`src/hdl/integer_set_table_top_assert.svh`:
```
// assertion macros shared by the integer set table modules
// expects signals named clock and reset in the including module
`ifndef INTEGER_SET_TABLE_TOP_ASSERT_SVH
`define INTEGER_SET_TABLE_TOP_ASSERT_SVH

// condition must hold in the same cycle as the trigger
`define IST_ASSERT_SAME(lbl, ante, cons) \
   lbl: assert property (@(posedge clock) disable iff (reset) (ante) |-> (cons)) \
      else $error("ist: same-cycle check failed");

// condition must hold in the cycle after the trigger
`define IST_ASSERT_NEXT(lbl, ante, cons) \
   lbl: assert property (@(posedge clock) disable iff (reset) (ante) |=> (cons)) \
      else $error("ist: next-cycle check failed");

`endif

```
`src/hdl/ist_pkg.sv`:
```
// shared types for the integer set table: operation and status codes,
// controller states, command and status bundles, table size; no dependencies
package ist_pkg;

   // operation codes carried in req_tuser
   typedef enum logic [2:0] {
      FUNC_INSERT  = 3'd0,
      FUNC_DELETE  = 3'd1,
      FUNC_SEARCH  = 3'd2,
      FUNC_REPLACE = 3'd3,
      FUNC_CLEAR   = 3'd4,
      FUNC_READ    = 3'd5
   } func_type;

   // result status codes carried in rsp_tuser
   typedef enum logic [2:0] {
      STAT_OK        = 3'd0,
      STAT_DUP       = 3'd1,
      STAT_NOT_FOUND = 3'd2,
      STAT_FULL      = 3'd3,
      STAT_RANGE     = 3'd4
   } status_type;

   // controller states
   typedef enum logic [2:0] {
      ST_IDLE,
      ST_DISPATCH,
      ST_SCAN,
      ST_SCAN_END,
      ST_MOVE_RD,
      ST_READ,
      ST_EXEC
   } ctl_state_type;

   // commands from controller to datapath
   typedef struct packed {
      logic load;     // capture request, restart scan
      logic scan;     // read next table entry for compare
      logic rd_last;  // read last valid entry (delete fill)
      logic rd_idx;   // read entry at request index
      logic exec;     // apply update and launch result
   } cmd_type;

   // status from datapath to controller
   typedef struct packed {
      func_type func;
      logic     count_zero;
      logic     scan_last;
      logic     out_free;
   } sts_type;

   // table size, tied to the 5-bit count field of the response
   localparam int unsigned CAPACITY   = 16;

   localparam int unsigned REQ_DATA_W = 72;
   localparam int unsigned RSP_DATA_W = 40;
   localparam int unsigned FUNC_W     = 3;
   localparam int unsigned STATUS_W   = 3;
   localparam int unsigned COUNT_W    = 5;

endpackage

```
`src/hdl/ist_ctrl.sv`:
```
// controller state machine for the integer set table
// depends on ist_pkg and integer_set_table_top_assert.svh
`include "integer_set_table_top_assert.svh"

module ist_ctrl (
   input  logic               clock,
   input  logic               reset,
   input  logic               req_tvalid,
   output logic               req_tready,
   output ist_pkg::cmd_type   cmd,
   input  ist_pkg::sts_type   sts
);

   ist_pkg::ctl_state_type state_ff, state_in;

   // state register
   always_ff @(posedge clock) begin
      if (reset) begin
         state_ff <= ist_pkg::ST_IDLE;
      end else begin
         state_ff <= state_in;
      end
   end

   // next state and commands
   always_comb begin
      state_in    = state_ff;
      cmd         = '0;
      req_tready  = 1'b0;
      case (state_ff)
         ist_pkg::ST_IDLE: begin
            req_tready = 1'b1;
            if (req_tvalid) begin
               cmd.load = 1'b1;
               state_in = ist_pkg::ST_DISPATCH;
            end
         end
         ist_pkg::ST_DISPATCH: begin
            case (sts.func)
               ist_pkg::FUNC_INSERT, ist_pkg::FUNC_DELETE,
               ist_pkg::FUNC_SEARCH, ist_pkg::FUNC_REPLACE: begin
                  state_in = sts.count_zero ? ist_pkg::ST_EXEC : ist_pkg::ST_SCAN;
               end
               ist_pkg::FUNC_READ: begin
                  state_in = ist_pkg::ST_READ;
               end
               default: begin
                  state_in = ist_pkg::ST_EXEC;
               end
            endcase
         end
         ist_pkg::ST_SCAN: begin
            cmd.scan = 1'b1;
            if (sts.scan_last) begin
               state_in = ist_pkg::ST_SCAN_END;
            end
         end
         ist_pkg::ST_SCAN_END: begin
            // last compare lands this cycle
            state_in = (sts.func == ist_pkg::FUNC_DELETE) ? ist_pkg::ST_MOVE_RD
                                                           : ist_pkg::ST_EXEC;
         end
         ist_pkg::ST_MOVE_RD: begin
            cmd.rd_last = 1'b1;
            state_in    = ist_pkg::ST_EXEC;
         end
         ist_pkg::ST_READ: begin
            cmd.rd_idx = 1'b1;
            state_in   = ist_pkg::ST_EXEC;
         end
         ist_pkg::ST_EXEC: begin
            // hold until the result register can take the transaction
            if (sts.out_free) begin
               cmd.exec = 1'b1;
               state_in = ist_pkg::ST_IDLE;
            end
         end
         default: begin
            state_in = ist_pkg::ST_IDLE;
         end
      endcase
   end

   // checks
   `IST_ASSERT_SAME(a_cmd_onehot, 1'b1, $onehot0(cmd))
   `IST_ASSERT_NEXT(a_load_dispatch, cmd.load, state_ff == ist_pkg::ST_DISPATCH)
   `IST_ASSERT_SAME(a_scan_end_order, state_ff == ist_pkg::ST_SCAN_END,
                    $past(state_ff) == ist_pkg::ST_SCAN)

endmodule

```
`src/hdl/ist_dpath.sv`:
```
// datapath for the integer set table: request capture, entry table,
// compare scan, update logic and result register
// depends on ist_pkg and integer_set_table_top_assert.svh
`include "integer_set_table_top_assert.svh"

module ist_dpath (
   input  logic                              clock,
   input  logic                              reset,
   input  ist_pkg::cmd_type                  cmd,
   output ist_pkg::sts_type                  sts,
   input  logic [ist_pkg::REQ_DATA_W-1:0]    req_tdata,
   input  logic [ist_pkg::FUNC_W-1:0]        req_tuser,
   output logic                              rsp_tvalid,
   input  logic                              rsp_tready,
   output logic [ist_pkg::RSP_DATA_W-1:0]    rsp_tdata,
   output logic [ist_pkg::STATUS_W-1:0]      rsp_tuser
);

   localparam int unsigned CAPACITY = ist_pkg::CAPACITY;
   localparam int unsigned CW = $clog2(CAPACITY + 1);
   localparam int unsigned AW = (CAPACITY > 1) ? $clog2(CAPACITY) : 1;
   localparam int unsigned XW = (CW > 8) ? CW : 8;

   // request capture
   ist_pkg::func_type   func_ff, func_in;
   logic signed [31:0]  value_ff, value_in;
   logic signed [31:0]  new_value_ff, new_value_in;
   logic [7:0]          index_ff, index_in;

   // table state
   logic [31:0]         entry_mem [CAPACITY];
   logic [CW-1:0]       count_ff, count_in;
   logic [CW-1:0]       count_m1;
   logic                full;
   logic                idx_ok;

   // scan pipeline
   logic [AW-1:0]       scan_addr_ff, scan_addr_in;
   logic                cmp_vld_ff, cmp_vld_in;
   logic [AW-1:0]       cmp_addr_ff, cmp_addr_in;
   logic [31:0]         rd_data_ff;
   logic                hit_v_ff, hit_v_in;
   logic                hit_nv_ff, hit_nv_in;
   logic [AW-1:0]       pos_ff, pos_in;

   // table ports
   logic                rd_en;
   logic [AW-1:0]       rd_addr;
   logic                wr_en;
   logic [AW-1:0]       wr_addr;
   logic [31:0]         wr_data;

   // result register
   logic                   rsp_valid_ff, rsp_valid_in;
   ist_pkg::status_type    rsp_status_ff, rsp_status_in;
   logic                   rsp_found_ff, rsp_found_in;
   logic [31:0]            rsp_read_ff, rsp_read_in;
   logic [4:0]             rsp_count_ff, rsp_count_in;
   logic [CW+4:0]          count_wide;

   assign count_m1 = count_ff - 1'b1;
   assign full     = (count_ff == CW'(CAPACITY));
   assign idx_ok   = (XW'(index_ff) < XW'(count_ff));

   // status to controller
   assign sts.func       = func_ff;
   assign sts.count_zero = (count_ff == '0);
   assign sts.scan_last  = (scan_addr_ff == count_m1[AW-1:0]);
   assign sts.out_free   = !rsp_valid_ff || rsp_tready;

   // request capture on load
   always_comb begin
      func_in      = func_ff;
      value_in     = value_ff;
      new_value_in = new_value_ff;
      index_in     = index_ff;
      if (cmd.load) begin
         func_in      = ist_pkg::func_type'(req_tuser);
         value_in     = req_tdata[31:0];
         new_value_in = req_tdata[63:32];
         index_in     = req_tdata[71:64];
      end
   end

   // scan address, compare pipeline and hit tracking
   always_comb begin
      scan_addr_in = scan_addr_ff;
      cmp_vld_in   = cmd.scan;
      cmp_addr_in  = scan_addr_ff;
      hit_v_in     = hit_v_ff;
      hit_nv_in    = hit_nv_ff;
      pos_in       = pos_ff;
      if (cmd.load) begin
         scan_addr_in = '0;
         hit_v_in     = 1'b0;
         hit_nv_in    = 1'b0;
         pos_in       = '0;
      end else begin
         if (cmd.scan) begin
            scan_addr_in = scan_addr_ff + 1'b1;
         end
         if (cmp_vld_ff) begin
            // keep the first matching position only
            if ((rd_data_ff == value_ff) && !hit_v_ff) begin
               hit_v_in = 1'b1;
               pos_in   = cmp_addr_ff;
            end
            if (rd_data_ff == new_value_ff) begin
               hit_nv_in = 1'b1;
            end
         end
      end
   end

   // table read address select
   always_comb begin
      rd_en   = cmd.scan || cmd.rd_last || cmd.rd_idx;
      rd_addr = scan_addr_ff;
      if (cmd.rd_last) begin
         rd_addr = count_m1[AW-1:0];
      end else if (cmd.rd_idx) begin
         rd_addr = index_ff[AW-1:0];
      end
   end

   // operation update and result
   always_comb begin
      count_in      = count_ff;
      wr_en         = 1'b0;
      wr_addr       = pos_ff;
      wr_data       = new_value_ff;
      rsp_status_in = rsp_status_ff;
      rsp_found_in  = rsp_found_ff;
      rsp_read_in   = rsp_read_ff;
      rsp_valid_in  = rsp_valid_ff && !rsp_tready;
      if (cmd.exec) begin
         rsp_valid_in  = 1'b1;
         rsp_status_in = ist_pkg::STAT_OK;
         rsp_found_in  = 1'b0;
         rsp_read_in   = '0;
         case (func_ff)
            ist_pkg::FUNC_INSERT: begin
               if (hit_v_ff) begin
                  rsp_status_in = ist_pkg::STAT_DUP;
               end else if (full) begin
                  rsp_status_in = ist_pkg::STAT_FULL;
               end else begin
                  wr_en    = 1'b1;
                  wr_addr  = count_ff[AW-1:0];
                  wr_data  = value_ff;
                  count_in = count_ff + 1'b1;
               end
            end
            ist_pkg::FUNC_DELETE: begin
               // last entry fills the hole
               if (!hit_v_ff) begin
                  rsp_status_in = ist_pkg::STAT_NOT_FOUND;
               end else begin
                  wr_en    = 1'b1;
                  wr_data  = rd_data_ff;
                  count_in = count_m1;
               end
            end
            ist_pkg::FUNC_SEARCH: begin
               rsp_found_in = hit_v_ff;
            end
            ist_pkg::FUNC_REPLACE: begin
               if (!hit_v_ff) begin
                  rsp_status_in = ist_pkg::STAT_NOT_FOUND;
               end else if (hit_nv_ff) begin
                  rsp_status_in = ist_pkg::STAT_DUP;
               end else begin
                  wr_en = 1'b1;
               end
            end
            ist_pkg::FUNC_CLEAR: begin
               count_in = '0;
            end
            ist_pkg::FUNC_READ: begin
               if (idx_ok) begin
                  rsp_read_in = rd_data_ff;
               end else begin
                  rsp_status_in = ist_pkg::STAT_RANGE;
               end
            end
            default: begin
               rsp_status_in = ist_pkg::STAT_OK;
            end
         endcase
      end
   end

   assign count_wide   = {5'b00000, count_in};
   assign rsp_count_in = cmd.exec ? count_wide[4:0] : rsp_count_ff;

   // control registers
   always_ff @(posedge clock) begin
      if (reset) begin
         count_ff     <= '0;
         cmp_vld_ff   <= 1'b0;
         rsp_valid_ff <= 1'b0;
      end else begin
         count_ff     <= count_in;
         cmp_vld_ff   <= cmp_vld_in;
         rsp_valid_ff <= rsp_valid_in;
      end
   end

   // payload registers
   always_ff @(posedge clock) begin
      func_ff       <= func_in;
      value_ff      <= value_in;
      new_value_ff  <= new_value_in;
      index_ff      <= index_in;
      scan_addr_ff  <= scan_addr_in;
      cmp_addr_ff   <= cmp_addr_in;
      hit_v_ff      <= hit_v_in;
      hit_nv_ff     <= hit_nv_in;
      pos_ff        <= pos_in;
      rsp_status_ff <= rsp_status_in;
      rsp_found_ff  <= rsp_found_in;
      rsp_read_ff   <= rsp_read_in;
      rsp_count_ff  <= rsp_count_in;
   end

   // entry table, one write and one registered read
   always_ff @(posedge clock) begin
      if (wr_en) begin
         entry_mem[wr_addr] <= wr_data;
      end
      if (rd_en) begin
         rd_data_ff <= entry_mem[rd_addr];
      end
   end

   // result channel: tdata = found, read_value, count, zero pad
   assign rsp_tvalid = rsp_valid_ff;
   assign rsp_tdata  = {2'b00, rsp_count_ff, rsp_read_ff, rsp_found_ff};
   assign rsp_tuser  = rsp_status_ff;

   // checks
   `IST_ASSERT_SAME(a_count_bound, 1'b1, count_ff <= CW'(CAPACITY))
   `IST_ASSERT_SAME(a_scan_nonempty, cmd.scan, count_ff != '0)
   `IST_ASSERT_NEXT(a_exec_result, cmd.exec, rsp_valid_ff)

endmodule

```
`src/hdl/integer_set_table_top.sv`:
```
// top level of the integer set table: controller plus datapath
// depends on ist_pkg, ist_ctrl and ist_dpath
//
// Bounded set of up to ist_pkg::CAPACITY (16) signed 32-bit values in an
// unsorted table. Each request transaction (insert, delete, search, replace,
// clear, read by index) yields exactly one response transaction carrying
// status, found flag, read value and the entry count after the operation.
// Insert, delete, search and replace walk the table one entry per cycle
// through its single read port, so such a request occupies the block longer
// the more valid entries it holds (an empty table skips the walk); delete
// also fetches the last entry to fill the hole, and read by index fetches
// the entry it names. The response sits in an output register, so a new
// request is taken while a finished response still waits for rsp_tready.
// Table contents are not cleared by reset; only the count is.

module integer_set_table_top (
   input  logic                              clock,
   input  logic                              reset,
   // request: tdata = value[31:0], new_value[63:32], index[71:64]
   input  logic                              req_tvalid,
   output logic                              req_tready,
   input  logic [ist_pkg::REQ_DATA_W-1:0]    req_tdata,
   // request: tuser = func[2:0]
   input  logic [ist_pkg::FUNC_W-1:0]        req_tuser,
   // response: tdata = found[0], read_value[32:1], count[37:33], zero[39:38]
   output logic                              rsp_tvalid,
   input  logic                              rsp_tready,
   output logic [ist_pkg::RSP_DATA_W-1:0]    rsp_tdata,
   // response: tuser = status[2:0]
   output logic [ist_pkg::STATUS_W-1:0]      rsp_tuser
);

   ist_pkg::cmd_type cmd;
   ist_pkg::sts_type sts;

   // sequencer
   ist_ctrl u_ctrl (
      .clock      (clock),
      .reset      (reset),
      .req_tvalid (req_tvalid),
      .req_tready (req_tready),
      .cmd        (cmd),
      .sts        (sts)
   );

   // table and compare datapath
   ist_dpath u_dpath (
      .clock      (clock),
      .reset      (reset),
      .cmd        (cmd),
      .sts        (sts),
      .req_tdata  (req_tdata),
      .req_tuser  (req_tuser),
      .rsp_tvalid (rsp_tvalid),
      .rsp_tready (rsp_tready),
      .rsp_tdata  (rsp_tdata),
      .rsp_tuser  (rsp_tuser)
   );

endmodule

```
`config.mk`:
```
export PLATFORM = sky130hd
export DESIGN_NAME = integer_set_table_top
export DESIGN_NICKNAME = d
export VERILOG_FILES = /design/src/hdl/ist_pkg.sv /design/src/hdl/ist_ctrl.sv /design/src/hdl/ist_dpath.sv /design/src/hdl/integer_set_table_top.sv
export VERILOG_INCLUDE_DIRS = /design/src /design/src/hdl
export SDC_FILE = /design/constraint.sdc
export NUM_CORES = 1
export LEC_CHECK = 0
export ABC_AREA = 1
export CAP_MARGIN = 10
export CORE_MARGIN = 8
export CORE_UTILIZATION = 35
export CTS_BUF_LIST = sky130_fd_sc_hd__clkbuf_2
export DETAILED_ROUTE_END_ITERATION = 16
export DONT_BUFFER_PORTS = 1
export PLACE_DENSITY = 0.47
export SLEW_MARGIN = 15
export SYNTH_ARGS = -nofsm -noshare
export SYNTH_HDL_FRONTEND = slang
export SYNTH_HIERARCHICAL = 1
export SYNTH_SLANG_ARGS = --single-unit
```
`constraint.sdc`:
```
create_clock -name clock -period 11.4 [get_ports clock]
set_input_delay 2.28 -clock clock [delete_from_list [all_inputs] [get_ports clock]]
set_output_delay 2.28 -clock clock [all_outputs]
set_load 0.05 [all_outputs]
```
**Word-level counts from Yosys, hierarchy flattened**

Memory sizes are Yosys's and may differ from the RTL's. A register that Yosys moved wholly into a read port is not among the register bits.
Cells that the tools add are included.

- Input port bits: 79
- Word-level logic and storage cells: 105
- Output and inout bits: 45
- Memories: 1
- Register bits: 140
- Bits in writable memories: 512

- Reductions and logical operators: 17
- Equal/unequal tests: 18
- $lt $le $gt $ge: 1
- Multiplexer cells: 48
- $add $sub $neg: 3

Memories:

| name | words | bits a word | rd ports | clocked after Yosys merged registers in | write ports | line | source |
|---|---|---|---|---|---|---|---|
| u_dpath.entry_mem | 16 | 32 | 1 | 1 | 1 | ist_dpath.sv:31 | `logic [31:0] entry_mem [CAPACITY];` |

Operators with widths:

| cell | number |
|---|---|
| 2-to-1 mux 32 bit | 4 |
| equality test 32 bit | 2 |
| one-hot mux 32 bit (2 select lines) | 1 |
| 2-to-1 mux 4 bit | 6 |
| 2-to-1 mux 3 bit | 7 |
| 2-to-1 mux 5 bit | 4 |
| 2-to-1 mux 1 bit | 18 |
| one-hot mux 3 bit (6 select lines) | 1 |
| equality test 3 bit (second input constant) | 5 |
| one-hot mux 5 bit (3 select lines) | 1 |
| equality test 3 x 2 -> 1 bit (second input constant) | 4 |
| one-hot mux 3 bit (4 select lines) | 1 |
| < comparator 8 x 5 -> 1 bit | 1 |
| equality test 3 x 1 -> 1 bit (second input constant) | 2 |
| logical NOT 3 bit | 2 |
| 2-to-1 mux 2 bit | 3 |
| inequality test 2 bit (second input constant) | 3 |
| one-hot mux 3 bit (2 select lines) | 1 |
| AND reduction 2 bit | 3 |
| adder 5 x 1 -> 5 bit (second input constant) | 1 |
| equality test 5 bit (second input constant) | 1 |
| logical NOT 5 bit | 1 |
| subtractor 5 x 1 -> 5 bit (second input constant) | 1 |
| adder 4 x 1 -> 4 bit (second input constant) | 1 |
| 8 further kinds | 13 |

**Logic depth before layout (Yosys ltp)**

- Depth in word-level cells: 7
- Depth in mapped cells: 15
- Mapped depth without buffers: 13

**By module**

Netlist, hierarchy kept.

Modules (own cells, without submodules):

| module | sequential area each (um2) | cells an instance | area each (um2) | times used |
|---|---|---|---|---|
| ist_dpath | 20239.4 | 2545 | 29032.8 | 1 |
| ist_ctrl | 60.1 | 48 | 280.3 | 1 |

**Worst setup path before layout**

OpenSTA, ideal clock, no wires.

- Path kind: input to register
- Start: input req_tvalid
- End: register u_dpath.scan_addr_ff[2], in the netlist u_dpath/cmp_addr_in[2]
- Required time: 11.272 ns
- Buffers on the path: 0
- Setup time: 0.128 ns
- Arrival: 8.691 ns
- Setup slack: 2.581 ns
- Stages: 5
- Cell sequence: inv_1 nor3_1 inv_1 o21ai_0 a21oi_1

RTL lines:

| what | line | source |
|---|---|---|
| start, declared | integer_set_table_top.sv:20 | `input logic req_tvalid,` |
| end signal, assigned | ist_dpath.sv:215 | `scan_addr_ff <= scan_addr_in;` |
| end, declared | ist_dpath.sv:38 | `logic [AW-1:0] scan_addr_ff, scan_addr_in;` |

**Worst setup path in the final report**

- Start: register u_ctrl.state_ff[0]
- End: output req_tready

- Longest elaborated chain between the ends: 2

Ends and longest elaborated chain:

| what | line | source |
|---|---|---|
| start, declared | ist_ctrl.sv:14 | `ist_pkg::ctl_state_type state_ff, state_in;` |
| start signal, assigned | ist_ctrl.sv:19 | `state_ff <= ist_pkg::ST_IDLE;` |
| start signal, assigned | ist_ctrl.sv:21 | `state_ff <= state_in;` |
| logical NOT 3 bit | ist_ctrl.sv:30 | `case (state_ff)` |
| 2-to-1 mux 1 bit | ist_ctrl.sv:30 |  |
| end, declared | integer_set_table_top.sv:21 | `output logic req_tready,` |

Every way passes these cells.

==> impl_metrics.ini <==
[outcome]
status = complete, no violations

[clock_network]
cts.hold.buffers_added = 0
cts_resized = 0
cts_made_buffers = 174
numClockSinks = 684
root_buffer = clkbuf_2
postCtsSetupBuffers = 0
cts_tree = done
h-tree-depth = 4
cts.path.max_buffers = 3
clkTransAtPathRegs_ns = 0.10
clock_latency_ns = 1.34

[place]
place.port_buffers = 0
hpwl_mm = 47.3
gp_congestion = 0.938
post-place-ws_ns = 5.93
place_inst = 3609

[floorplan]
fp.dieW_um = 305
core_area_um2 = 83300
die_area_um2 = 93300
die_h_um = 305
io_pins = 124
rows = 106
start_util_pct = 35.2

[critical_path]
crit_chain = nor2_1 -> inv_1 -> nor2_1
critPathMaxStageDelay_ns = 0.69
cp_top_family = simple AND/OR/NAND/NOR gates
cp_max_fo = 8
critPathRequiredTime_ns = 9.12
r2r_setup_slack_ns = 7.35
r2r_cells = 11
worstReg2RegEnd = u_dpath/entry_mem[3][28]
startpoint_type = flop
crit_slowest_cell = nor2_1
cp_data_arrival_time_ns = 2.68
crit-reg2reg-launch = u_dpath/count_ff[0]
cp-end-kind = output pin
cp.buffers_inverters = 1
cpMostUsedCell = nor2_1
path_class = reg -> out

[synthesis]
synth_warnings = 6
synth_area_um2 = 29300
ys_ff_latch = 684
yosysSeqAreaShare_pct = 69.3
avgSynthCellArea_um2 = 11.3
synth_cells = 2593
synth.distinct_cells = 41

[power_and_ir_drop]
vdd_drop_max_mv = 0.307
power.total_uw = 7990
power-per-cell-area_nw_per_um2 = 247
leakage_uw = 0.0127

[final_layout]
finalNetCount = 2791
layout-drive-gt1-share_pct = 13.5
n_fill_cell = 8081
finalNonFillerCells = 3920
syn2layout_area_growth_pct = 10.5

[timing]
worst_hold_slack_ns = 0.407
fin_skew_ns = 0.0950
hold_viol_final = 0
setup-violations-final = 0
rsz0062_at_grt = no
setup_ws_ns = 6.44
tns_ns = 0
drv_slew = 0
relSlewSlack_pct = 27.5
layout_min_cycle_time_ns = 4.96
worst_pin_slew_ns = 1.09
timing.final.crit_share_pct = 43.5
fmax_ghz = 0.202

[worst_hold_path]
hold_class = reg -> reg
hp-start = u_dpath/cmp_addr_in[3]
worstHoldEndpoint = u_dpath/cmp_addr_ff[3]
hold_depth = 0

[route]
drt_iter0_drc = 1270
wl_mm = 81.2
wl_per_cell_um = 20.7
firstDrtPassIters = 5
avgViaCountPerCell = 4.97
via_count = 19500
ant_nets = 0
drc = 0

[global_routing]
grt_max_degree = 251
grt_pass1_wl_mm = 122
gr-usage-all-layers_pct = 17.2
gr-total-overflow = 0
grt_pass1_vias = 19300
antenna_found_initial = 2

[job]
cap_violations = 0
how the worst max path moves through the flow:
stage | slack, ns | endpoint | start | cells after the start
2_1_floorplan | 2.58 | u_dpath/cmp_addr_in[2] | req_tvalid | 5
3_3_place_gp | 6.03 | u_dpath/entry_mem[3][29] | rsp_tready | 10
3_5_place_dp | 5.93 | u_dpath/entry_mem[3][27] | rsp_tready | 10
4_1_cts | 6.11 | req_tready | u_ctrl/state_ff[0] | 3
5_1_grt | 6.13 | req_tready | u_ctrl/state_ff[0] | 3
6_report | 6.44 | req_tready | u_ctrl/state_ff[0] | 3
synthesized netlist by cell type (all sizes together):
master	count	area (um^2)
edfxtp	660	19800
nand2	599	2260
inv	370	1390
nand3	277	1400
o211ai	212	1590
nor2	132	510
buf	105	548
o21ai	61	309
o22ai	33	206
clkbuf	24	90.1
dfxtp	24	480
nand3b	18	135
a21oi	15	82.6
nand4	15	93.8
xor2	10	95.1
nor3	9	56.3
ha	7	87.6
xnor2	7	61.3
a22oi	3	22.5
a31oi	3	18.8
nor4	3	18.8
a211oi	1	7.51
a21boi	1	7.51
and3b	1	8.76
clkinv	1	3.75
conb	1	3.75
or2	1	6.26
state kept, by name, indices dropped and copies added, names as in the netlist, 4 cells and up:
signal and count:
u_dpath/rsp_count_ff 5, u_dpath/pos_ff 4, u_dpath/rd_data_ff 32, u_dpath/count_ff 5
u_dpath/cmp_addr_ff 4, u_dpath/cmp_addr_in 4, u_dpath/index_ff 8, u_dpath/rsp_read_ff 32
u_dpath/value_ff 32, u_dpath/entry_mem 512, u_dpath/new_value_ff 32
kinds of logic (layout without fill, tap and decap cells):
family | after synthesis | count (layout) | share of synthesized area, %
other cells | 1 | 5 | 0.0128
xor+xnor | 17 | 17 | 0.534
flops | 684 | 684 | 69.3
simple gates | 1055 | 1055 | 15.3
buf+inv | 500 | 743 | 6.93
fa+ha+maj | 7 | 7 | 0.299
compound gates | 329 | 329 | 7.66
area by class of cell:
class	instances	area [um^2]	share of cell area, %
diodes	3	7.51	0.0232
clock inverters	60	397	1.22
clock buffers	248	1240	3.83
multi-input cells	1410	7180	22.2
flip-flops and latches	684	20300	62.7
repair buffers	64	518	1.60
well taps	1080	1350	4.17
inverters	371	1400	4.31
per-layer routing:
metal  share of wire [%]  up-vias  wire length (um)  global-route usage, %
met4                 2.9        2              2370                   6.91
li1                    -     9321                 -                      -
met2                  46      634             37300                   27.2
met5               0.016        -                13                      0
met3                 6.0      159              4860                   3.77
met1                  45     9380             36700                   23.1
per-stage QoR:
stage                     util (%)  area [um^2]
after floorplan                  -        29300
after global placement        36.9        30700
after detailed placement      36.9        30700
after CTS                     38.9        32400
after global routing          38.9        32400
final                         38.9        32400
cell usage in the layout, fill, tap and decap left out, types with 8 or more instances in the layout:
| cell | synthesis | routed |
|---|---|---|
| nand4_1 | 15 | 15 |
| inv_1 | 364 | 364 |
| edfxtp_1 | 660 | 660 |
| inv_2 | 6 | 8 |
| a21oi_1 | 13 | 13 |
| buf_4 | 6 | 61 |
| clkinv_1 | 1 | 39 |
| o22ai_1 | 33 | 32 |
| nand3_1 | 275 | 274 |
| nor2_1 | 128 | 111 |
| o21ai_0 | 53 | 49 |
| dfxtp_1 | 24 | 24 |
| clkbuf_2 | 0 | 248 |
| xor2_1 | 9 | 9 |
| nand3b_1 | 18 | 18 |
| nand2_1 | 595 | 593 |
| o211ai_1 | 212 | 212 |
| nor2_4 | 1 | 17 |
where the power goes:
| part | internal (uW) | switching [uW] |
|---|---|---|
| logic | 792 | 2190 |
| clock network | 705 | 999 |
| registers | 3140 | 158 |
Note: power is estimated with default switching activity, not from simulation.
